$ cat config.mk
export PLATFORM = sky130hd
export DESIGN_NAME = delayed_message_timer_queue_unit
export DESIGN_NICKNAME = d
export VERILOG_FILES = /design/src/rtl/core/dmtq_pkg.sv /design/src/rtl/core/dmtq_cmp.sv /design/src/rtl/core/delayed_message_timer_queue_unit.sv
export SDC_FILE = /design/constraint.sdc
export NUM_CORES = 2
export LEC_CHECK = 0
export BUFFER_PORTS_ARGS = -buffer_cell sky130_fd_sc_hd__buf_2
export CAP_MARGIN = 20
export CORE_MARGIN = 3
export CORE_UTILIZATION = 56
export CTS_CLUSTER_SIZE = 24
export DETAILED_ROUTE_END_ITERATION = 12
export HOLD_SLACK_MARGIN = 0.03
export PLACE_DENSITY_LB_ADDON = 0.15
export SYNTH_ARGS = -nofsm -noshare
export SYNTH_HDL_FRONTEND = slang
export SYNTH_HIERARCHICAL = 1
export SYNTH_SLANG_ARGS = --single-unit
$ cat constraint.sdc
create_clock -name clk_i -period 9.45 [get_ports clk_i]
set_clock_uncertainty 0.05 [all_clocks]
set_input_delay 1.89 -clock clk_i [delete_from_list [all_inputs] [get_ports clk_i]]
set_output_delay 1.89 -clock clk_i [all_outputs]
set_load 0.005 [all_outputs]
$ cat src/rtl/core/dmtq_pkg.sv
// ----------------------------------------------------------------------------
// dmtq_pkg
// Types and codes shared by the delayed message timer queue modules.
// ----------------------------------------------------------------------------
package dmtq_pkg;

  localparam logic [1:0] OP_SEND   = 2'd0;
  localparam logic [1:0] OP_TICK   = 2'd1;
  localparam logic [1:0] OP_REMOVE = 2'd2;
  localparam logic [1:0] OP_PURGE  = 2'd3;

  localparam logic [2:0] ST_DELIVERED = 3'd0;
  localparam logic [2:0] ST_QUEUED    = 3'd1;
  localparam logic [2:0] ST_DUPLICATE = 3'd2;
  localparam logic [2:0] ST_FULL      = 3'd3;
  localparam logic [2:0] ST_REMOVED   = 3'd4;
  localparam logic [2:0] ST_NONE_DUE  = 3'd5;

  localparam logic [1:0] RULE_WHOLE_MACHINE = 2'd0;
  localparam logic [1:0] KIND_NONE = 2'd0;
  localparam int unsigned MAX_OUT = 16;

  typedef struct packed {
    logic [31:0] etime;
    logic [15:0] name;
    logic [15:0] recv;
    logic [15:0] sender;
    logic [1:0]  rule;
    logic [7:0]  scope;
    logic [1:0]  queue;
    logic [1:0]  kind;
    logic        timer;
    logic [31:0] payload;
  } entry_t;

  typedef struct packed {
    logic dup;
    logic later;
    logic head_ok;
    logic due;
    logic rm_hit;
    logic purge_hit;
  } cmp_t;

  typedef struct packed {
    logic [2:0]  status;
    logic [15:0] name;
    logic [15:0] recv;
    logic [15:0] sender;
    logic [1:0]  rule;
    logic [7:0]  scope;
    logic [1:0]  queue;
    logic [1:0]  kind;
    logic [31:0] value;
    logic        timer;
    logic        copy;
  } res_t;

endpackage

$ cat src/rtl/core/dmtq_cmp.sv
// ----------------------------------------------------------------------------
// dmtq_cmp
// Shared compare unit: matches one stored entry against the request key.
// ----------------------------------------------------------------------------
module dmtq_cmp
  import dmtq_pkg::*;
(
  input  entry_t      entry_i,
  input  entry_t      key_i,
  input  logic [31:0] now_i,
  output cmp_t        cmp_o
);

  logic ids_eq;

  assign ids_eq = (entry_i.name == key_i.name) && (entry_i.recv == key_i.recv) &&
                  (entry_i.sender == key_i.sender);

  always_comb begin
    cmp_o.dup = ids_eq && (entry_i.rule == key_i.rule) && (entry_i.scope == key_i.scope) &&
                (entry_i.queue == key_i.queue) && (entry_i.kind == key_i.kind) &&
                (entry_i.timer == key_i.timer) && (entry_i.etime == key_i.etime) &&
                ((key_i.kind == KIND_NONE) || (entry_i.payload == key_i.payload));
    cmp_o.later     = entry_i.etime > key_i.etime;
    cmp_o.head_ok   = key_i.etime <= entry_i.etime;
    cmp_o.due       = entry_i.etime <= now_i;
    cmp_o.rm_hit    = ids_eq && (entry_i.timer == key_i.timer);
    cmp_o.purge_hit = (entry_i.recv == key_i.recv) && (entry_i.rule != RULE_WHOLE_MACHINE);
  end

endmodule

$ cat src/rtl/core/delayed_message_timer_queue_unit.sv
// ----------------------------------------------------------------------------
// delayed_message_timer_queue_unit
// Time-sorted store of delayed messages with a tick counter.
// ----------------------------------------------------------------------------
// Requests come in on the s_axis channel (tuser = opcode, tdata = message),
// results leave on the m_axis channel (tuser = status, tdata = message or
// removal count, tlast on the final result of a request).
// One request is handled at a time; s_axis_tready_o is high only while the
// sequencer is idle. The entries live in a memory with one read and one
// write port and are read one entry at a time by one shared compare unit.
// A send with zero delay is delivered without touching the store. A send
// with delay scans the store for a duplicate and the insert point, then
// shifts the later entries up one place and writes the new one; it is
// dropped without storing when it is a duplicate or the store is full.
// Tick, remove and purge each make one compacting pass over the store.
// A tick emits up to 16 due entries in time order while it compacts the
// store. Results sit in one output register; when the receiver stalls the
// sequencer waits at its next result. Reset empties the store and clears
// the tick counter at once, with no clearing pass.
// ----------------------------------------------------------------------------
module delayed_message_timer_queue_unit
  import dmtq_pkg::*;
#(
  parameter int unsigned DEPTH = 16
) (
  input  logic         clk_i,
  input  logic         rst_ni,
  input  logic         s_axis_tvalid_i,
  output logic         s_axis_tready_o,
  // delay, name, receiver, sender, rule, scope, queue_sel,
  // data_kind, data_value, timer_flag, cc_flag
  input  logic [111:0] s_axis_tdata_i,
  // opcode
  input  logic [1:0]   s_axis_tuser_i,
  output logic         m_axis_tvalid_o,
  input  logic         m_axis_tready_i,
  // out_name, out_receiver, out_sender, out_rule, out_scope, out_queue,
  // out_kind, out_value, out_timer, out_copy
  output logic [95:0]  m_axis_tdata_o,
  // status
  output logic [2:0]   m_axis_tuser_o,
  output logic         m_axis_tlast_o
);

  localparam int unsigned IW = $clog2(DEPTH);
  localparam int unsigned CW = $clog2(DEPTH + 1);

  localparam logic [3:0] S_IDLE = 4'd0;
  localparam logic [3:0] S_ADD  = 4'd1;
  localparam logic [3:0] S_SRD  = 4'd2;
  localparam logic [3:0] S_SEV  = 4'd3;
  localparam logic [3:0] S_SHRD = 4'd4;
  localparam logic [3:0] S_SHWR = 4'd5;
  localparam logic [3:0] S_INS  = 4'd6;
  localparam logic [3:0] S_CRD  = 4'd7;
  localparam logic [3:0] S_CEV  = 4'd8;
  localparam logic [3:0] S_FIN  = 4'd9;

  entry_t mem [DEPTH];
  entry_t rd_q;

  logic [3:0]    state_q, state_d;
  logic [1:0]    op_q, op_d;
  entry_t        key_q, key_d;
  logic [15:0]   delay_q, delay_d;
  logic [31:0]   now_q, now_d;
  logic [CW-1:0] cnt_q, cnt_d;
  logic [CW-1:0] idx_q, idx_d;
  logic [CW-1:0] wr_q, wr_d;
  logic [CW-1:0] pos_q, pos_d;
  logic          found_q, found_d;
  logic          dup_q, dup_d;
  logic [4:0]    n_q, n_d;
  logic          pend_v_q, pend_v_d;
  entry_t        pend_q, pend_d;
  res_t          res_q, res_d;
  logic          ov_q, ov_d;
  res_t          od_q, od_d;
  logic          olast_q, olast_d;

  logic          we;
  logic [IW-1:0] wa;
  entry_t        wd;
  logic [IW-1:0] ra;
  cmp_t          cmp;
  entry_t        in_e;
  logic          can_push;
  logic          push;
  res_t          push_res;
  logic          push_last;
  logic [32:0]   sum;
  logic          hit;
  logic [CW-1:0] idx_m1;

  dmtq_cmp u_cmp (
    .entry_i (rd_q),
    .key_i   (key_q),
    .now_i   (now_q),
    .cmp_o   (cmp)
  );

  assign in_e.etime   = '0;
  assign in_e.name    = s_axis_tdata_i[31:16];
  assign in_e.recv    = s_axis_tdata_i[47:32];
  assign in_e.sender  = s_axis_tdata_i[63:48];
  assign in_e.rule    = s_axis_tdata_i[65:64];
  assign in_e.scope   = s_axis_tdata_i[73:66];
  assign in_e.queue   = s_axis_tdata_i[75:74];
  assign in_e.kind    = s_axis_tdata_i[77:76];
  assign in_e.payload = s_axis_tdata_i[109:78];
  assign in_e.timer   = s_axis_tdata_i[110];

  assign s_axis_tready_o = (state_q == S_IDLE);
  assign can_push = !ov_q || m_axis_tready_i;
  assign sum      = {1'b0, now_q} + {17'd0, delay_q};
  assign idx_m1   = idx_q - CW'(1);

  function automatic res_t entry_res(entry_t e);
    res_t r;
    r.status = ST_DELIVERED;
    r.name   = e.name;
    r.recv   = e.recv;
    r.sender = e.sender;
    r.rule   = e.rule;
    r.scope  = e.scope;
    r.queue  = e.queue;
    r.kind   = e.kind;
    r.value  = e.payload;
    r.timer  = e.timer;
    r.copy   = 1'b0;
    return r;
  endfunction

  function automatic res_t status_res(logic [2:0] st, logic [31:0] v);
    res_t r;
    r        = '0;
    r.status = st;
    r.value  = v;
    return r;
  endfunction

  always_comb begin
    state_d   = state_q;
    op_d      = op_q;
    key_d     = key_q;
    delay_d   = delay_q;
    now_d     = now_q;
    cnt_d     = cnt_q;
    idx_d     = idx_q;
    wr_d      = wr_q;
    pos_d     = pos_q;
    found_d   = found_q;
    dup_d     = dup_q;
    n_d       = n_q;
    pend_v_d  = pend_v_q;
    pend_d    = pend_q;
    res_d     = res_q;
    we        = 1'b0;
    wa        = idx_q[IW-1:0];
    wd        = rd_q;
    ra        = idx_q[IW-1:0];
    push      = 1'b0;
    push_res  = res_q;
    push_last = 1'b1;
    hit       = 1'b0;

    unique case (state_q)
      S_IDLE: begin
        if (s_axis_tvalid_i) begin
          op_d     = s_axis_tuser_i;
          key_d    = in_e;
          delay_d  = s_axis_tdata_i[15:0];
          idx_d    = '0;
          wr_d     = '0;
          n_d      = '0;
          pend_v_d = 1'b0;
          priority case (s_axis_tuser_i)
            OP_SEND: begin
              if (s_axis_tdata_i[15:0] == 16'd0) begin
                res_d      = entry_res(in_e);
                res_d.copy = s_axis_tdata_i[111];
                state_d    = S_FIN;
              end else begin
                state_d = S_ADD;
              end
            end
            OP_TICK: begin
              if (now_q != 32'hFFFF_FFFF) now_d = now_q + 32'd1;
              state_d = S_CRD;
            end
            default: state_d = S_CRD;
          endcase
        end
      end
      S_ADD: begin
        key_d.etime = sum[32] ? 32'hFFFF_FFFF : sum[31:0];
        dup_d       = 1'b0;
        found_d     = 1'b0;
        pos_d       = cnt_q;
        state_d     = S_SRD;
      end
      S_SRD: begin
        if (idx_q == cnt_q) begin
          if (dup_q) begin
            res_d   = status_res(ST_DUPLICATE, 32'd0);
            state_d = S_FIN;
          end else if (cnt_q == CW'(DEPTH)) begin
            res_d   = status_res(ST_FULL, 32'd0);
            state_d = S_FIN;
          end else begin
            state_d = S_SHRD;
          end
        end else begin
          state_d = S_SEV;
        end
      end
      S_SEV: begin
        if (cmp.dup) dup_d = 1'b1;
        if (!found_q) begin
          if (idx_q == '0) begin
            if (cmp.head_ok) begin
              pos_d   = '0;
              found_d = 1'b1;
            end
          end else if (cmp.later) begin
            pos_d   = idx_q;
            found_d = 1'b1;
          end
        end
        idx_d   = idx_q + CW'(1);
        state_d = S_SRD;
      end
      S_SHRD: begin
        // move entries up one place, from the top down to the insert point
        ra = idx_m1[IW-1:0];
        if (idx_q == pos_q) state_d = S_INS;
        else state_d = S_SHWR;
      end
      S_SHWR: begin
        we      = 1'b1;
        wa      = idx_q[IW-1:0];
        idx_d   = idx_m1;
        state_d = S_SHRD;
      end
      S_INS: begin
        we      = 1'b1;
        wa      = pos_q[IW-1:0];
        wd      = key_q;
        cnt_d   = cnt_q + CW'(1);
        res_d   = status_res(ST_QUEUED, 32'd0);
        state_d = S_FIN;
      end
      S_CRD: begin
        if (idx_q == cnt_q) begin
          cnt_d = wr_q;
          if (op_q == OP_TICK) begin
            if (pend_v_q) res_d = entry_res(pend_q);
            else res_d = status_res(ST_NONE_DUE, 32'd0);
          end else begin
            res_d = status_res(ST_REMOVED, 32'(cnt_q - wr_q));
          end
          state_d = S_FIN;
        end else begin
          state_d = S_CEV;
        end
      end
      S_CEV: begin
        priority case (op_q)
          OP_TICK:   hit = cmp.due && (n_q < 5'(MAX_OUT));
          OP_REMOVE: hit = cmp.rm_hit;
          default:   hit = cmp.purge_hit;
        endcase
        if (!hit) begin
          we      = 1'b1;
          wa      = wr_q[IW-1:0];
          wr_d    = wr_q + CW'(1);
          idx_d   = idx_q + CW'(1);
          state_d = S_CRD;
        end else if (op_q != OP_TICK) begin
          idx_d   = idx_q + CW'(1);
          state_d = S_CRD;
        end else if (!pend_v_q || can_push) begin
          // the held due entry goes out once the next one is known
          push      = pend_v_q;
          push_res  = entry_res(pend_q);
          push_last = 1'b0;
          pend_d    = rd_q;
          pend_v_d  = 1'b1;
          n_d       = n_q + 5'd1;
          idx_d     = idx_q + CW'(1);
          state_d   = S_CRD;
        end
      end
      S_FIN: begin
        if (can_push) begin
          push    = 1'b1;
          state_d = S_IDLE;
        end
      end
      default: state_d = S_IDLE;
    endcase
  end

  always_comb begin
    ov_d    = ov_q;
    od_d    = od_q;
    olast_d = olast_q;
    if (m_axis_tready_i) ov_d = 1'b0;
    if (push) begin
      ov_d    = 1'b1;
      od_d    = push_res;
      olast_d = push_last;
    end
  end

  always_ff @(posedge clk_i or negedge rst_ni) begin
    if (!rst_ni) begin
      state_q  <= S_IDLE;
      now_q    <= '0;
      cnt_q    <= '0;
      ov_q     <= 1'b0;
      pend_v_q <= 1'b0;
    end else begin
      state_q  <= state_d;
      now_q    <= now_d;
      cnt_q    <= cnt_d;
      ov_q     <= ov_d;
      pend_v_q <= pend_v_d;
    end
  end

  always_ff @(posedge clk_i) begin
    op_q    <= op_d;
    key_q   <= key_d;
    delay_q <= delay_d;
    idx_q   <= idx_d;
    wr_q    <= wr_d;
    pos_q   <= pos_d;
    found_q <= found_d;
    dup_q   <= dup_d;
    n_q     <= n_d;
    pend_q  <= pend_d;
    res_q   <= res_d;
    od_q    <= od_d;
    olast_q <= olast_d;
  end

  always_ff @(posedge clk_i) begin
    if (we) mem[wa] <= wd;
    rd_q <= mem[ra];
  end

  assign m_axis_tvalid_o = ov_q;
  assign m_axis_tuser_o  = od_q.status;
  assign m_axis_tlast_o  = olast_q;
  assign m_axis_tdata_o  = {od_q.copy, od_q.timer, od_q.value, od_q.kind, od_q.queue,
                            od_q.scope, od_q.rule, od_q.sender, od_q.recv, od_q.name};

endmodule
**After elaboration in Yosys (flattened, before gate mapping)**

Memories as Yosys holds them, arrays and structs flattened. A register that Yosys moved wholly into a read port is not among the register bits.
Cells that the tools add are included.

- Register bits after elaboration: 504
- Word-level logic and storage cells: 237
- Bits of input ports: 118
- Output and inout bits: 102
- Memories kept: 1
- RAM bits: 2,032

Memory list:

| name | depth | width | rd ports | clocked after memory_dff | write ports | line | RTL |
|---|---|---|---|---|---|---|---|
| mem | 16 | 127 | 1 | 1 | 1 | delayed_message_timer_queue_unit.sv:59 | `entry_t mem [DEPTH];` |

- Multiplexer cells: 78
- Magnitude comparators: 4
- Eq/ne operators: 43
- $add $sub $neg: 8
- Bitwise logic cells: 3
- Reductions and logical operators: 45

Operator list:

| cell | number |
|---|---|
| $mux 99 | 13 |
| $pmux 99 s4 | 1 |
| $mux 127 | 2 |
| $mux 5 | 13 |
| $eq 32x32->1 | 2 |
| $le 32x32->1 | 2 |
| $pmux 32 s2 | 1 |
| $eq 16x16->1 | 3 |
| $mux 4 | 12 |
| $pmux 5 s2 | 4 |
| $pmux 4 s9 | 1 |
| $add 32x16->33 | 1 |
| $add 32x1->32 const B | 1 |
| $gt 32x32->1 | 1 |
| $mux 32 | 1 |
| $ne 32x32->1 const B | 1 |
| $mux 1 | 21 |
| $add 5x1->5 const B | 4 |
| $ne 2x2->1 const B | 10 |
| $pmux 5 s4 | 1 |
| $eq 4x3->1 const B | 4 |
| $logic_not 16->1 | 1 |
| $logic_and 1x1->1 | 12 |
| $pmux 1 s2 | 6 |
| other kinds (33) | 63 |

**Depth between registers and ports, before layout**

- Depth in word-level cells: 12
- Mapped depth: 16
- Mapped depth without buffers: 14

**By module**

Netlist, hierarchy kept.

By module, submodules not included:

| module | area an instance (um2) | times used | seq. area each (um2) | cells each |
|---|---|---|---|---|
| delayed_message_timer_queue_unit | 101,702.5 | 1 | 78,480.3 | 5,365 |
| dmtq_cmp | 2,688.8 | 1 | 0.0 | 360 |

**Least setup slack after synthesis**

No wires, ideal clock.

- Kind: in2reg
- From: in s_axis_tdata_i[5]
- To: reg res_q[0] (netlist bit) (enable)
- Library setup time: 0.714 ns
- Setup slack: -1.613 ns
- Path buffers: 0
- Data required time: 8.686 ns
- Cell stages on the path: 3
- Data arrival time: 10.299 ns
- Path through: or4_1 > or4_1 > a221oi_1

- Word-level cells in the longest chain between the ends: 3

Ends and longest elaborated chain:

| item | line | RTL |
|---|---|---|
| start: declaration | delayed_message_timer_queue_unit.sv:32 | `input logic [111:0] s_axis_tdata_i,` |
| $logic_not 16->1 | delayed_message_timer_queue_unit.sv:179 | `if (s_axis_tdata_i[15:0] == 16'd0) begin` |
| $ne 2x1->1 (no source line) | n/a |  |
| $reduce_and 7->1 (no source line) | n/a |  |
| end signal: assignment | delayed_message_timer_queue_unit.sv:343 | `res_q <= res_d;` |
| end: declaration | delayed_message_timer_queue_unit.sv:76 | `res_t res_q, res_d;` |

Every way passes these cells.
A chain may end at the register's enable or synchronous reset.

==> results.sh <==
export IMPL_drt_pass1_iterations=6
export IMPL_maxSlewHeadroom_pct=23.9
export IMPL_start_util_pct=56.7
export IMPL_async_reset_ff_share_pct=1.61
export IMPL_grt_pass1_vias=55200
export IMPL_clockBufferDepth=4
export IMPL_drt_total_wl_um=261000
export IMPL_yosysWarnings=6
export IMPL_rows=157
export IMPL_cp_top_family="simple AND/OR/NAND/NOR gates"
export IMPL_finalHoldViolCount=0
export IMPL_path_cells="xor2_1 -> nor4_1 -> nand3_1 -> nor4_2 -> buf_4 -> a21oi_1 -> a22o_1 -> a21oi_1 -> a21oi_1 -> or3b_2 -> nor2_4 -> buf_12"
export IMPL_ant_nets=0
export IMPL_setup_viol=0
export IMPL_cts_tree="built"
export IMPL_fmax_mhz=161
export IMPL_drt_initial_drc_count=6944
export IMPL_path_clk_slew_ns=0.06
export IMPL_die_area_mm2=0.192
export IMPL_antenna_found_initial=13
export IMPL_drcViolationCount=0
export IMPL_place_detailed_hpwl_um=143000
export IMPL_worstPathArrival_ns=6.64
export IMPL_numCtsBuffers=282
export IMPL_grt_ovfl_total=0
export IMPL_peakVddDrop_mv=0.439
export IMPL_rsz0062_at_grt="false"
export IMPL_crit_top_cell="a21oi_1"
export IMPL_place_inst=8196
export IMPL_synth_cell_types=83
export IMPL_synth_edff_count=2493
export IMPL_criticalPathCategory="register to register"
export IMPL_wl_per_cell_um=30.0
export IMPL_avgSynthCellArea_um2=18.2
export IMPL_power_leakage_uw=0.0387
export IMPL_syn_nets=5939
export IMPL_path_max_fanout=105
export IMPL_end_kind="register"
export IMPL_grt_max_degree=164
export IMPL_cts_sinks=2663
export IMPL_mostFrequentLayoutCells="edfxtp_1, nand2_1, mux4_2, clkbuf_16, mux2_2"
export IMPL_final_nets=6233
export IMPL_port_buffers=219
export IMPL_setup_tns_ns=0
export IMPL_core_area_mm2=0.184
export IMPL_maxSlewViolCount=0
export IMPL_clk_latency_ns=0.91
export IMPL_synthCells=5725
export IMPL_startpoint_type="register"
export IMPL_ios=220
export IMPL_worst_path_buf_inv=2
export IMPL_p_per_area_mw_per_mm2=349
export IMPL_ys_seq_area_share_pct=75.2
export IMPL_tightestPinTransition_ns=1.14
export IMPL_die_y_um=438
export IMPL_synthMuxAreaShare_pct=11.5
export IMPL_cp_slowest_cell="nor4_1"
export IMPL_ys_ff_latch=2663
export IMPL_yosys_area_share_simple_pct=4.71
export IMPL_drv_cap=0
export IMPL_htreeDepth=5
export IMPL_status="finished clean"
export IMPL_fp_dieW_um=438
export IMPL_via_count=55600
export IMPL_synth_main_ff_cell="edfxtp_1"
export IMPL_mappedNetlistArea_mm2=0.104
export IMPL_cts_resized=0
export IMPL_post_cts_buffers=0
export IMPL_grt_pass1_wl_um=382000
export IMPL_synth_fa_ha_area_share_pct=1.17
export IMPL_synth_xor_area_share_pct=1.37
export IMPL_vias_per_cell=6.40
export IMPL_period_share_pct=65.5
export IMPL_ctsHoldBuffers=0
export IMPL_globalplace_congestion=0.851
export IMPL_cp_required_ns=9.89
export IMPL_hold_path_class="register to register"
export IMPL_area_delta_synth_final_pct=12.4
export IMPL_synth_compound_area_share_pct=4.49
export IMPL_grt_use_total_pct=27.3
export IMPL_finalCriticalPeriod_ns=6.19
export IMPL_cts_root_buffer="clkbuf_16"
export IMPL_stdcell_count=8685
export IMPL_synth_top_family_by_area="multiplexers"
export IMPL_slowest_delay_ns=0.87
export IMPL_drive_gt1_share_pct=22.1
export IMPL_final_common_cell="edfxtp_1"
-- synthesized netlist by cell type, drive strengths merged (100+ instances only) --
cell type  number  area [um2]
mux2          229        2580
a21oi         112         572
clkbuf        195         732
xor2          110         963
inv           100         375
dfxtp         127        2540
mux4          406        9140
a22oi         175        1310
nor2          104         393
buf           103         494
nand2         511        1930
nand3         224        1120
o21ai         128         644
edfxtp       2493       74900
-- metrics by stage --
stage | worst slack [ns] | hold slack [ns] | instance area, um2 | utilization [%] | total power (uW)
after floorplan | 0.408 | 0.396 | 104000 | - | 26100
after global routing | 2.98 | 0.429 | 117000 | 63.7 | 42700
after global placement | 3.07 | 0.399 | 109000 | 58.9 | 30300
after detailed placement | 2.84 | 0.407 | 109000 | 58.9 | 30600
final | 3.26 | 0.409 | 117000 | 63.7 | 40900
after CTS | 2.81 | 0.408 | 117000 | 63.6 | 41100
-- flip-flops by register name, indices dropped and copies added (netlist names), 16 cells and up --
register,count
delay_q,16
key_q,127
m_axis_tdata_o,96
mem,2032
now_q,32
pend_q,95
rd_q,127
res_q,99
-- metal layers --
layer  global-route usage, %  routed length, um  up-vias
met3                    4.26              23600      408
met1                    40.9             107000    28900
met2                    42.4             122000     2728
met4                    7.74               7160        4
met5                       0                 21        -
li1                        -                  -    23600
-- worst register-to-register path, stage by stage (launching register included) --
cell	delay, ns
edfxtp_1	0.40
xor2_1	0.19
nor4_1	0.87
nand3_1	0.24
nor4_2	0.37
buf_4	0.26
a21oi_1	0.09
a22o_1	0.32
a21oi_1	0.58
a21oi_1	0.15
or3b_2	0.62
nor2_4	0.72
buf_12	0.75
-- logic make-up after synthesis --
family	Yosys count
buffers and inverters	399
multiplexers	667
XOR/XNOR	163
AND/OR/NAND/NOR	1063
AO/OA/AOI/OAI	674
flip-flops	2663
adder cells (fa/ha/maj)	96
-- final cells by class --
cell class                      count  area [um2]
Tap cell                         2464        3080
Sequential cell                  2663       78500
Fill cell                       12800       66900
Clock inverter                    103         880
Clock buffer                      377        7790
Timing Repair Buffer              308        2070
Antenna cell                        6        15.0
Multi-Input combinational cell   2663       24600
Inverter                          101         387
-- path summary, 6_finish.rpt --
| kind | startpoint | end | slack [ns] | cells past startpoint |
|---|---|---|---|---|
| setup / recovery | key_q[56] | mem[6][58] | 3.26 | 12 |
| hold / removal | rd_q[74] | pend_q[74] | 0.41 | 0 |
| setup reg to reg | key_q[56] | mem[6][58] | 3.26 | 12 |
| hold reg to reg | rd_q[74] | pend_q[74] | 0.41 | 0 |
| max in group asynchronous | rst_ni | now_q[9] | 7.87 | 2 |
| min in group asynchronous | rst_ni | cnt_q[2] | 0.96 | 1 |
-- power breakdown --
group	total, uW	leakage, uW	internal (uW)	switching [uW]
Clock	10500	0.00425	6190	4320
Sequential	17100	0.0243	16400	716
Combinational	13300	0.0102	4700	8640
Power figures use the tool's default switching activity.
